--- src/rtl/core/outstanding_request_tracker_defines.svh ---
// Assertion macros for the outstanding request tracker.
// Included by files that check their own logic; depends on nothing else.
`ifndef OUTSTANDING_REQUEST_TRACKER_DEFINES_SVH
`define OUTSTANDING_REQUEST_TRACKER_DEFINES_SVH

`ifndef SYNTHESIS
// Same-cycle implication, checked on every rising clock edge out of reset.
`define ORT_ASSERT_NOW(lbl, ante, cons, msg) \
    lbl: assert property (@(posedge i_clk) disable iff (!i_rst_n) \
        (ante) |-> (cons)) else $error(msg);
// Next-cycle implication, checked on every rising clock edge out of reset.
`define ORT_ASSERT_NEXT(lbl, ante, cons, msg) \
    lbl: assert property (@(posedge i_clk) disable iff (!i_rst_n) \
        (ante) |=> (cons)) else $error(msg);
`else
`define ORT_ASSERT_NOW(lbl, ante, cons, msg)
`define ORT_ASSERT_NEXT(lbl, ante, cons, msg)
`endif

`endif

--- src/rtl/core/ort_pkg.sv ---
// Shared types and constants of the outstanding request tracker.
// Used by ort_cell and outstanding_request_tracker; depends on nothing.
package ort_pkg;

    localparam int SLOTS_DEF = 8;
    localparam int MAX_OUT   = 8;
    localparam int CNT_W     = $clog2(MAX_OUT + 1);
    localparam int SLOT_W    = 3;

    localparam logic [1:0] CMD_ISSUE    = 2'd0;
    localparam logic [1:0] CMD_TICK     = 2'd1;
    localparam logic [1:0] CMD_REPLY    = 2'd2;
    localparam logic [1:0] CMD_COMPLETE = 2'd3;

    localparam logic [2:0] ST_ISSUED     = 3'd0;
    localparam logic [2:0] ST_NO_SLOT    = 3'd1;
    localparam logic [2:0] ST_MATCHED    = 3'd2;
    localparam logic [2:0] ST_UNEXPECTED = 3'd3;
    localparam logic [2:0] ST_TIMED_OUT  = 3'd4;
    localparam logic [2:0] ST_COMPLETED  = 3'd5;
    localparam logic [2:0] ST_STALE      = 3'd6;

    typedef struct packed {
        logic [1:0]        command;
        logic [29:0]       timeout_ms;
        logic              is_channel;
        logic [31:0]       reply_tag;
        logic [SLOT_W-1:0] slot_select;
    } t_cmd_item;

    typedef struct packed {
        logic [2:0]        status;
        logic [SLOT_W-1:0] slot_index;
        logic [31:0]       reply_id_out;
        logic              channel_flag;
        logic              last;
    } t_result;

    // Operands of the command being worked, broadcast to every cell.
    typedef struct packed {
        logic [1:0]        cmd;
        logic [31:0]       now;
        logic [31:0]       tag_new;
        logic [31:0]       deadline;
        logic              chan;
        logic [31:0]       rtag;
        logic [SLOT_W-1:0] sel;
    } t_op;

    // Token that walks the cell row, one cell per cycle.
    typedef struct packed {
        logic             valid;
        logic             done;
        logic [CNT_W-1:0] count;
    } t_probe;

    // Report of the cell that acted on the token; all zero when idle.
    typedef struct packed {
        logic              valid;
        logic [SLOT_W-1:0] slot;
        logic [31:0]       tag;
        logic              chan;
    } t_hit;

endpackage

--- src/rtl/core/ort_cell.sv ---
// One slot of the request table: holds the slot state and acts when the token passes.
// Depends on ort_pkg.
module ort_cell #(
    parameter int INDEX = 0
) (
    input  logic            i_clk,
    input  logic            i_rst_n,
    input  ort_pkg::t_op    i_op,
    input  ort_pkg::t_probe i_probe,
    output ort_pkg::t_probe o_probe,
    output ort_pkg::t_hit   o_hit
);

    logic            r_busy, n_busy;
    logic            r_queued, n_queued;
    logic [31:0]     r_tag, n_tag;
    logic [31:0]     r_deadline, n_deadline;
    logic            r_chan, n_chan;
    ort_pkg::t_probe r_probe, n_probe;
    ort_pkg::t_hit   r_hit, n_hit;
    logic [31:0]     w_diff;
    logic            w_late;

    // Past the deadline when the modular distance lies in the lower half, excluding zero.
    assign w_diff = i_op.now - r_deadline;
    assign w_late = (w_diff != 32'd0) && !w_diff[31];

    always_comb begin
        n_busy     = r_busy;
        n_queued   = r_queued;
        n_tag      = r_tag;
        n_deadline = r_deadline;
        n_chan     = r_chan;
        n_probe    = i_probe;
        n_hit      = '0;
        if (i_probe.valid) begin
            case (i_op.cmd)
                ort_pkg::CMD_ISSUE: begin
                    if (!i_probe.done && !r_busy) begin
                        n_busy       = 1'b1;
                        n_queued     = 1'b0;
                        n_tag        = i_op.tag_new;
                        n_deadline   = i_op.deadline;
                        n_chan       = i_op.chan;
                        n_probe.done = 1'b1;
                        n_hit        = '{valid: 1'b1, slot: ort_pkg::SLOT_W'(INDEX),
                                         tag: i_op.tag_new, chan: i_op.chan};
                    end
                end
                ort_pkg::CMD_TICK: begin
                    if (r_busy && !r_queued && w_late &&
                        i_probe.count < ort_pkg::CNT_W'(ort_pkg::MAX_OUT)) begin
                        n_busy        = 1'b0;
                        n_probe.count = i_probe.count + ort_pkg::CNT_W'(1);
                        n_hit         = '{valid: 1'b1, slot: ort_pkg::SLOT_W'(INDEX),
                                          tag: r_tag, chan: r_chan};
                    end
                end
                ort_pkg::CMD_REPLY: begin
                    if (!i_probe.done && r_busy && r_tag == i_op.rtag) begin
                        n_queued     = 1'b1;
                        n_probe.done = 1'b1;
                        n_hit        = '{valid: 1'b1, slot: ort_pkg::SLOT_W'(INDEX),
                                         tag: r_tag, chan: r_chan};
                    end
                end
                ort_pkg::CMD_COMPLETE: begin
                    if (r_busy && INDEX == int'(i_op.sel)) begin
                        n_busy       = 1'b0;
                        n_queued     = 1'b0;
                        n_probe.done = 1'b1;
                        n_hit        = '{valid: 1'b1, slot: ort_pkg::SLOT_W'(INDEX),
                                         tag: r_tag, chan: r_chan};
                    end
                end
                default: begin
                end
            endcase
        end
    end

    always_ff @(posedge i_clk) begin
        if (!i_rst_n) begin
            r_busy   <= 1'b0;
            r_queued <= 1'b0;
            r_probe  <= '0;
            r_hit    <= '0;
        end else begin
            r_busy   <= n_busy;
            r_queued <= n_queued;
            r_probe  <= n_probe;
            r_hit    <= n_hit;
        end
    end

    // Slot payload is only read while the slot is busy, so it needs no reset.
    always_ff @(posedge i_clk) begin
        r_tag      <= n_tag;
        r_deadline <= n_deadline;
        r_chan     <= n_chan;
    end

    assign o_probe = r_probe;
    assign o_hit   = r_hit;

endmodule

--- src/rtl/core/outstanding_request_tracker.sv ---
// Outstanding request tracker: a row of slot cells walked by a token, plus command control.
// Depends on ort_pkg, ort_cell and outstanding_request_tracker_defines.svh.
//
// A command is taken when start is high and busy is low; busy then stays high while a
// token walks the row of slot cells, one cell per cycle, so no new command is taken
// until the sweep is over and busy falls. Issue, reply and completion give one result,
// in the cycle that busy falls. A tick gives one result per expired slot, up to eight,
// lowest slot first, the last marked by last; a tick that expires nothing gives none.
// Each result is shown for one cycle with o_result_valid and cannot be held off, so the
// receiver must take it then.
`include "outstanding_request_tracker_defines.svh"

module outstanding_request_tracker #(
    parameter int SLOTS = ort_pkg::SLOTS_DEF
) (
    input  logic               i_clk,
    input  logic               i_rst_n,
    input  logic               start,
    input  ort_pkg::t_cmd_item i_cmd,
    output logic               busy,
    output logic               o_result_valid,
    output ort_pkg::t_result   o_result
);

    logic                r_busy, n_busy;
    logic                r_fin, n_fin;
    logic [31:0]         r_now, n_now;
    logic [31:0]         r_tag, n_tag;
    ort_pkg::t_op        r_op, n_op;
    ort_pkg::t_probe     r_probe, n_probe;
    logic                r_pend_v, n_pend_v;
    ort_pkg::t_result    r_pend, n_pend;
    logic                r_out_v, n_out_v;
    ort_pkg::t_result    r_out, n_out;

    ort_pkg::t_probe     w_probe [SLOTS+1];
    ort_pkg::t_hit       w_hits  [SLOTS];
    ort_pkg::t_hit       w_hit;
    logic [SLOTS-1:0]    w_hit_vec;
    ort_pkg::t_probe     w_end;
    logic [31:0]         w_tag_inc;
    logic [31:0]         w_tag_new;
    logic                w_accept;
    logic [2:0]          w_hit_status;
    logic                w_want_result;

    assign w_accept  = start && !r_busy;
    assign w_tag_inc = r_tag + 32'd1;
    assign w_tag_new = (w_tag_inc == 32'd0) ? 32'd1 : w_tag_inc;

    assign w_probe[0] = r_probe;
    assign w_end      = w_probe[SLOTS];

    assign w_want_result = w_end.valid && (r_op.cmd != ort_pkg::CMD_TICK);

    for (genvar g = 0; g < SLOTS; g++) begin : g_cell
        ort_cell #(
            .INDEX(g)
        ) u_cell (
            .i_clk  (i_clk),
            .i_rst_n(i_rst_n),
            .i_op   (r_op),
            .i_probe(w_probe[g]),
            .o_probe(w_probe[g+1]),
            .o_hit  (w_hits[g])
        );
        assign w_hit_vec[g] = w_hits[g].valid;
    end

    // Only the cell holding the token can report, so the reports merge by OR.
    always_comb begin
        w_hit = '0;
        for (int i = 0; i < SLOTS; i++) begin
            w_hit = ort_pkg::t_hit'(w_hit | w_hits[i]);
        end
    end

    always_comb begin
        case (r_op.cmd)
            ort_pkg::CMD_ISSUE:    w_hit_status = ort_pkg::ST_ISSUED;
            ort_pkg::CMD_TICK:     w_hit_status = ort_pkg::ST_TIMED_OUT;
            ort_pkg::CMD_REPLY:    w_hit_status = ort_pkg::ST_MATCHED;
            ort_pkg::CMD_COMPLETE: w_hit_status = ort_pkg::ST_COMPLETED;
            default:               w_hit_status = ort_pkg::ST_STALE;
        endcase
    end

    // A result waits in the pending register until the next one arrives or the sweep
    // ends, which is what decides its last flag.
    always_comb begin
        n_busy   = r_busy;
        n_fin    = w_end.valid;
        n_now    = r_now;
        n_tag    = r_tag;
        n_op     = r_op;
        n_probe  = '0;
        n_pend_v = r_pend_v;
        n_pend   = r_pend;
        n_out_v  = 1'b0;
        n_out    = r_out;

        if (w_accept) begin
            n_busy  = 1'b1;
            n_probe = '{valid: 1'b1, done: 1'b0, count: '0};
            n_op    = '{cmd: i_cmd.command, now: r_now + 32'd1, tag_new: w_tag_new,
                        deadline: r_now + 32'(i_cmd.timeout_ms), chan: i_cmd.is_channel,
                        rtag: i_cmd.reply_tag, sel: i_cmd.slot_select};
            if (i_cmd.command == ort_pkg::CMD_TICK) begin
                n_now = r_now + 32'd1;
            end
        end

        if (w_hit.valid) begin
            if (r_pend_v) begin
                n_out_v = 1'b1;
                n_out   = r_pend;
            end
            n_pend_v = 1'b1;
            n_pend   = '{status: w_hit_status, slot_index: w_hit.slot,
                         reply_id_out: w_hit.tag, channel_flag: w_hit.chan,
                         last: 1'b0};
        end

        if (w_end.valid) begin
            if (w_end.done) begin
                if (r_op.cmd == ort_pkg::CMD_ISSUE) begin
                    n_tag = r_op.tag_new;
                end
            end else begin
                case (r_op.cmd)
                    ort_pkg::CMD_ISSUE: begin
                        n_pend_v = 1'b1;
                        n_pend   = '{status: ort_pkg::ST_NO_SLOT, default: '0};
                    end
                    ort_pkg::CMD_REPLY: begin
                        n_pend_v = 1'b1;
                        n_pend   = '{status: ort_pkg::ST_UNEXPECTED, default: '0};
                    end
                    ort_pkg::CMD_COMPLETE: begin
                        n_pend_v = 1'b1;
                        n_pend   = '{status: ort_pkg::ST_STALE, slot_index: r_op.sel,
                                     default: '0};
                    end
                    default: begin
                    end
                endcase
            end
        end

        if (r_fin) begin
            n_busy   = 1'b0;
            n_pend_v = 1'b0;
            if (r_pend_v) begin
                n_out_v  = 1'b1;
                n_out    = r_pend;
                n_out.last = 1'b1;
            end
        end
    end

    always_ff @(posedge i_clk) begin
        if (!i_rst_n) begin
            r_busy   <= 1'b0;
            r_fin    <= 1'b0;
            r_now    <= 32'd0;
            r_tag    <= 32'd0;
            r_probe  <= '0;
            r_pend_v <= 1'b0;
            r_out_v  <= 1'b0;
        end else begin
            r_busy   <= n_busy;
            r_fin    <= n_fin;
            r_now    <= n_now;
            r_tag    <= n_tag;
            r_probe  <= n_probe;
            r_pend_v <= n_pend_v;
            r_out_v  <= n_out_v;
        end
    end

    always_ff @(posedge i_clk) begin
        r_op   <= n_op;
        r_pend <= n_pend;
        r_out  <= n_out;
    end

    assign busy           = r_busy;
    assign o_result_valid = r_out_v;
    assign o_result       = r_out;

    `ORT_ASSERT_NOW(a_one_reporter, 1'b1, $onehot0(w_hit_vec), "two cells reported at once")
    `ORT_ASSERT_NOW(a_result_in_work, o_result_valid, $past(r_busy), "result beat while idle")
    `ORT_ASSERT_NOW(a_idle_no_pending, !r_busy, !r_pend_v, "pending result left when idle")
    `ORT_ASSERT_NEXT(a_single_result, w_want_result, r_pend_v, "command ended without a result")

endmodule

--- config.mk ---
export PLATFORM = sky130hd
export DESIGN_NAME = outstanding_request_tracker
export DESIGN_NICKNAME = d
export VERILOG_FILES = /design/src/rtl/core/ort_pkg.sv /design/src/rtl/core/ort_cell.sv /design/src/rtl/core/outstanding_request_tracker.sv
export VERILOG_INCLUDE_DIRS = /design/src /design/src/rtl/core
export SDC_FILE = /design/constraint.sdc
export NUM_CORES = 2
export LEC_CHECK = 0
export BUFFER_PORTS_ARGS = -buffer_cell sky130_fd_sc_hd__buf_2
export CORE_UTILIZATION = 51
export CTS_CLUSTER_SIZE = 14
export DETAILED_ROUTE_END_ITERATION = 8
export PLACE_DENSITY = 0.74
export SLEW_MARGIN = 20
export SYNTH_ARGS = -nofsm -noshare
export SYNTH_HDL_FRONTEND = slang
export SYNTH_SLANG_ARGS = --single-unit
export TNS_END_PERCENT = 1
--- constraint.sdc ---
create_clock -name i_clk -period 17.6 [get_ports i_clk]
set_clock_uncertainty 0.2 [all_clocks]
set_input_delay 0.88 -clock i_clk [delete_from_list [all_inputs] [get_ports i_clk]]
set_output_delay 0.88 -clock i_clk [all_outputs]
set_load 0.03 [all_outputs]
Word level (Yosys, flattened, before mapping)

Index checks and enable logic that the tools add are counted.

Input port bits: 71
Flip-flop bits (word level): 1164
Bits in read-only memories: 0
Bits in latches: 0
Memories: 0
Word-level logic and storage cells: 524
RAM bits: 0

Bitwise gates (word level): 8
$add $sub $neg: 19
Reductions and logical operators: 147
Eq/ne operators: 51
Divide/modulo/power cells: 0
Multiply operators: 0
Muxes and demuxes: 170
Shift-type cells: 0
Order comparisons: 8

Operators with widths:

| kind                    | number |
|---|---|
| $mux W37                | 32 |
| $pmux W37 S4            | 8 |
| $mux W40                | 7 |
| $or A37 B37 Y37         | 7 |
| $eq A32 B32 Y1          | 8 |
| $reduce_bool A32 Y1     | 8 |
| $sub A32 B32 Y32        | 8 |
| $pmux W40 S3            | 1 |
| $reduce_and A5 Y1       | 16 |
| $mux W1                 | 72 |
| $pmux W1 S3             | 24 |
| $logic_and A1 B1 Y1     | 65 |
| $add A32 B1 Y32 const B | 2 |
| $mux W4                 | 16 |
| $ne A2 B1 Y1 const B    | 32 |
| $mux W5                 | 8 |
| $logic_not A1 Y1        | 33 |
| $add A32 B30 Y32        | 1 |
| $add A4 B1 Y4 const B   | 8 |
| $logic_not A32 Y1       | 1 |
| $lt A4 B4 Y1 const B    | 8 |
| $reduce_and A3 Y1       | 9 |
| $reduce_and A2 Y1       | 9 |
| $eq A3 B3 Y1 const A    | 4 |
| 12 further kinds        | 16 |

Longest topological paths before layout

Depth in word-level cells: 11
Mapped depth: 15
Mapped depth without buffers: 14

Modules after synthesis

From an unflattened synthesis, not the netlist that was laid out.

Cells, all modules: 6213
Area, all modules: 63995.1 um^2

Modules (own cells, without submodules):

| module                          | cells each | area each (um^2) | sequential area each (um^2) | times used |
|---|---|---|---|---|
| ort_cell (g_cell[3].u_cell ...) | 649        | 6598.8           | 2792.7                      | 3 |
| outstanding_request_tracker     | 1245       | 13397.8          | 7397.1                      | 1 |
| ort_cell (g_cell[1].u_cell ...) | 600        | 6150.9           | 2792.7                      | 2 |
| ort_cell (g_cell[4].u_cell)     | 618        | 6259.8           | 2792.7                      | 1 |
| ort_cell (g_cell[0].u_cell)     | 623        | 6238.5           | 2792.7                      | 1 |
| ort_cell (g_cell[7].u_cell)     | 580        | 6000.8           | 2792.7                      | 1 |

Least setup slack after synthesis

No wires, ideal clock.

Path type: input-to-reg
Start: input start
End: register r_now[12]
Data required time: 17.285 ns
Cell stages on the path: 6
Arrival: 8.595 ns
Buffers on the path: 1
Library setup time: 0.115 ns
Setup slack: 8.690 ns
Cells stage by stage: nor2b_1 -> nand3b_1 -> clkbuf_1 -> nor3_1 -> xor2_1 -> and2_1

Word-level cells in the longest chain between the ends: 2

Ends and longest elaborated chain:

| what                        | RTL line                           | RTL |
|---|---|---|
| from (decl)                 | outstanding_request_tracker.sv:18  | `input logic start,` |
| $logic_and A1 B1 Y1         | outstanding_request_tracker.sv:47  | `assign w_accept = start && !r_busy;` |
| $reduce_and A2 Y1 (no line) | n/a                                |  |
| to (signal assigned)        | outstanding_request_tracker.sv:173 | `r_now <= n_now;` |
| to (decl)                   | outstanding_request_tracker.sv:27  | `logic [31:0] r_now, n_now;` |

No other way between the ends.
A chain may end at the register's enable or synchronous reset.

Worst setup path after layout

Start: register r_op[101] in the netlist's numbering
End: register g_cell[4].u_cell.r_hit (netlist bit g_cell[4].u_cell.o_hit[6])

Word-level cells in the longest chain between the ends: 7

Ends and longest elaborated chain:

| what                                                    | RTL line                           | RTL |
|---|---|---|
| from (decl)                                             | outstanding_request_tracker.sv:29  | `ort_pkg::t_op r_op, n_op;` |
| from (signal assigned)                                  | outstanding_request_tracker.sv:182 | `r_op <= n_op;` |
| $sub A32 B32 Y32 *                                      | ort_cell.sv:25                     | `assign w_diff = i_op.now - r_deadline;` |
| $reduce_bool A32 Y1 or $logic_not A1 Y1 (tied branches) | ort_cell.sv:26                     | `assign w_late = (w_diff != 32'd0) && !w_diff[31];` |
| $logic_and A1 B1 Y1 *                                   | ort_cell.sv:26                     |  |
| $logic_and A1 B1 Y1 * (2 in series)                     | ort_cell.sv:51                     | `if (r_busy && !r_queued && w_late &&` |
| $mux W37 *                                              | ort_cell.sv:51                     |  |
| $pmux W37 S4 *                                          | ort_cell.sv:37                     | `case (i_op.cmd)` |
| to (signal assigned)                                    | ort_cell.sv:92                     | `r_hit <= n_hit;` |
| to (decl)                                               | ort_cell.sv:20                     | `ort_pkg::t_hit r_hit, n_hit;` |

Every way passes the cells marked *; elsewhere a longest branch is shown, timed or not.

==> impl_metrics.json <==
{
  "synth_fa_ha_area_share_pct": 6.23,
  "cts_buffers": 115,
  "dp_hpwl_um": 136000,
  "syn-num-nets": 6270,
  "vias": 48695,
  "drt_first_iter_violations": 6314,
  "core_region_area_um2": 117000,
  "r2r_cells": 13,
  "min_from": "i_cmd[20]",
  "gr-usage-all-layers_pct": 32.4,
  "regToRegSetupSlack_ns": 11.65,
  "syn_to_final_growth_pct": 9.86,
  "p_per_area_nw_per_um2": 91.0,
  "synth_compound_area_share_pct": 17.7,
  "h-tree-depth": 3,
  "synth_xor_area_share_pct": 6.84,
  "synth-simple-area-share_pct": 14.5,
  "synthMuxAreaShare_pct": 1.39,
  "final-hold-violation-count": 0,
  "num_io_pins": 113,
  "setup.worst_path.end_class": "flop",
  "yosysTopAreaCell": "edfxtp_1",
  "drv_slew": 0,
  "avgSynthCellArea_um2": 10.2,
  "clock_sinks": 1126,
  "portBuffers": 112,
  "ys_warn_count": 0,
  "post_drt_wl_per_cell_um": 26.6,
  "grt_pass1_vias": 44860,
  "min_delay_worst_endpoint": "r_op[20]$_DFFE_PP_",
  "syn_inst": 5905,
  "setup_viol": 0,
  "crit_type": "reg2reg",
  "nFillCells": 9827,
  "synth-edff-count": 693,
  "postCtsSetupBuffers": 0,
  "fmax_mhz": 168,
  "post-route-util_pct": 56.7,
  "synth_top_family_by_area": "compound AO/OA/AOI/OAI gates",
  "yosysMostFrequentCell": "edfxtp_1",
  "antenna_found_initial": 27,
  "cts_tree": "done",
  "synthTopCellsByCount": "edfxtp_1 (693), nand2_1 (468), dfxtp_1 (433), nor2_1 (387), a21oi_1 (364)",
  "cts-root-buf": "clkbuf_16",
  "grt_pass1_wl_um": 289000,
  "final.period_utilization_pct": 33.8,
  "hold_path.class": "in2reg",
  "antenna_left": 0,
  "yosys-top-cells-area": "edfxtp_1 (35%), dfxtp_1 (14%), ha_1 (5.9%)",
  "tightest_slew_ns": 1.27,
  "pwr-share-clk_pct": 42.3,
  "ys_types": 105,
  "rsz0062_at_grt": "no",
  "gp_congestion": 0.981,
  "grt_max_degree": 73,
  "crit_required_ns": 17.97,
  "firstDrtPassIters": 6,
  "fin_crit_ns": 5.95,
  "start_util_pct": 51.6,
  "netlist_area_um2": 60100,
  "viasPerCell": 6.47,
  "synth_ff_type": "edfxtp_1",
  "leakage_nw": 24.8,
  "async_reset_ff_share_pct": 0,
  "fp-row-count": 125,
  "critPathArrivalTime_ns": 6.32,
  "yosys.area.top_type_share_pct": 34.6,
  "reg2reg_from": "r_op[101]$_DFFE_PP_",
  "seq_power_share_pct": 49.9,
  "clock_latency_ns": 0.77,
  "cts_hold_buffers": 0,
  "drive_above_1_share_pct": 7.87,
  "post_cts_resized": 0,
  "drc_errors": 0,
  "outcome": "completed",
  "r2r_end": "g_cell[4].u_cell.o_hit[6]$_SDFF_PN0_",
  "clk_pin_slew_ns": 0.07,
  "ys_seq_area_share_pct": 49.1,
  "nets": 6259,
  "ir_worst_vdd_mv": 0.0806,
  "p_int_mw": 4.48,
  "cp_max_fo": 34,
  "overflow": 0,
  "fin_setup_tns_ns": 0,
  "power_switching_mw": 1.53,
  "maxCapViolCount": 0,
  "synth-seq-cells": 1126,
  "min_path_cells": 1,
  "maxSlewHeadroom_pct": 15.2,
  "clk_path_buf_depth": 3,
  "die_area_um2": 119000,
  "critPathLaunchType": "flop",
  "fp.dieW_um": 345,
  "die_h_um": 345,
  "drt-total-wl_um": 200000,
  "comb_power_share_pct": 7.8,
  "netSwitchingFraction_pct": 25.5
}
## flip-flops by register name, summed over array words and instances, names as in the netlist, 8 cells and up, named ones only
register	flops
g_cell.u_cell.o_hit	272
g_cell.u_cell.o_probe	35
g_cell.u_cell.r_busy	8
g_cell.u_cell.r_chan	8
g_cell.u_cell.r_deadline	256
g_cell.u_cell.r_queued	8
g_cell.u_cell.r_tag	256
r_now	32
r_op	134
r_pend	40
r_tag	32
## power by group through the flow
stage	Clock [mW]	Combinational [mW]	Sequential, mW
after floorplan	0	0.330	2.95
after global placement	0	0.444	3.04
after detailed placement	0	0.448	3.04
after CTS	2.56	0.451	2.99
after global routing	2.65	0.502	3.00
final	2.54	0.467	3.00
## kinds of logic (layout without fill, tap and decap cells)
family | Yosys count | in the layout
AOI/OAI and AO/OA | 1536 | 1536
and+or+nand+nor | 1745 | 1745
xor gates and xnor gates | 469 | 469
buffers and inverters | 652 | 744
adders and majority gates | 294 | 294
other | 0 | 3
DFF | 1126 | 1126
muxes | 83 | 83
## layout make-up
cell class	instances	area [um^2]	area share, %
tap	1524	1910	2.89
sequential	1126	29500	44.7
inverter	346	1300	1.97
clock inverter	69	721	1.09
multi-input combinational	4127	28200	42.8
clock buffer	151	3250	4.92
antenna	3	7.51	0.0114
timing repair buffer	178	1110	1.68
## worst max-delay path by stage
stage | startpoint | endpoint | depth (start not counted)
after floorplan | start | r_now[12]$_SDFFE_PN0P_ | 6
after global placement | r_op[101]$_DFFE_PP_ | g_cell[4].u_cell.o_hit[16]$_SDFF_PN0_ | 13
after detailed placement | r_op[101]$_DFFE_PP_ | g_cell[4].u_cell.o_hit[19]$_SDFF_PN0_ | 13
after CTS | r_op[101]$_DFFE_PP_ | g_cell[4].u_cell.o_hit[19]$_SDFF_PN0_ | 13
after global routing | r_op[101]$_DFFE_PP_ | g_cell[4].u_cell.o_hit[19]$_SDFF_PN0_ | 13
final | r_op[101]$_DFFE_PP_ | g_cell[4].u_cell.o_hit[6]$_SDFF_PN0_ | 13
## routing by layer
metal,routed length (um),vias up,GRT usage [%]
met3,29400,430,11.2
li1,-,21814,-
met4,6610,30,10.6
met5,216,-,0
met1,84700,23488,47.3
met2,78800,2933,44.4
## worst max-delay path, stage by stage (launching register included)
cell and delay [ns]:
edfxtp_1 0.73, inv_1 0.53, fa_1 0.56, nor2b_1 0.22, o31a_1 0.29, o2111ai_1 0.19, a41o_1 0.25, a2111oi_0 0.39
o21ai_0 0.18, nor4_1 0.22, nand4_1 0.17, or4_1 0.59, a21oi_4 0.95, o21ai_0 0.27
## placed cells by master, fill, tap and decap left out, types with 22 or more instances in the layout
cell type | Yosys | routed
a21oi_1 | 364 | 364
edfxtp_1 | 693 | 693
o2111ai_1 | 24 | 24
nand2_1 | 468 | 467
and2_1 | 56 | 50
xor2_1 | 172 | 172
o21ai_0 | 233 | 233
buf_2 | 16 | 111
o31ai_1 | 31 | 31
or3_1 | 35 | 35
a32o_1 | 35 | 35
a22oi_1 | 43 | 43
nor3_1 | 107 | 105
a22o_1 | 135 | 135
o211ai_1 | 37 | 37
o31a_1 | 23 | 23
mux2i_1 | 78 | 78
buf_4 | 9 | 64
nand4_1 | 120 | 120
ha_1 | 285 | 285
or2_2 | 22 | 22
and3_1 | 88 | 87
dfxtp_1 | 433 | 432
o21bai_1 | 27 | 27
inv_1 | 345 | 344
nor2_1 | 387 | 382
nor2b_1 | 57 | 56
a31oi_1 | 53 | 53
xnor2_1 | 297 | 297
a21o_1 | 117 | 117
nand3_1 | 125 | 124
nor4_1 | 134 | 128
a211oi_1 | 29 | 29
a311oi_1 | 43 | 43
clkbuf_16 | 0 | 120
nand2b_1 | 46 | 45
o21a_1 | 72 | 72
a21boi_0 | 62 | 62
clkinv_2 | 0 | 29
## stage by stage
| step | instance area [um^2] | hold slack [ns] | std cells | total power [mW] | setup slack (ns) |
|---|---|---|---|---|---|
| detailed placement | 62000 | 0.249 | 7298 | 3.49 | 11.65 |
| finish | 66000 | 0.0833 | 7524 | 6.01 | 11.65 |
| global route | 66000 | 0.0792 | 7521 | 6.15 | 11.37 |
| CTS | 65900 | 0.0475 | 7518 | 5.99 | 11.62 |
| global placement | 62000 | 0.232 | 7298 | 3.49 | 11.79 |
| floorplan | 60100 | 0.224 | 5905 | 3.28 | 8.69 |
Power figures use the tool's default switching activity.
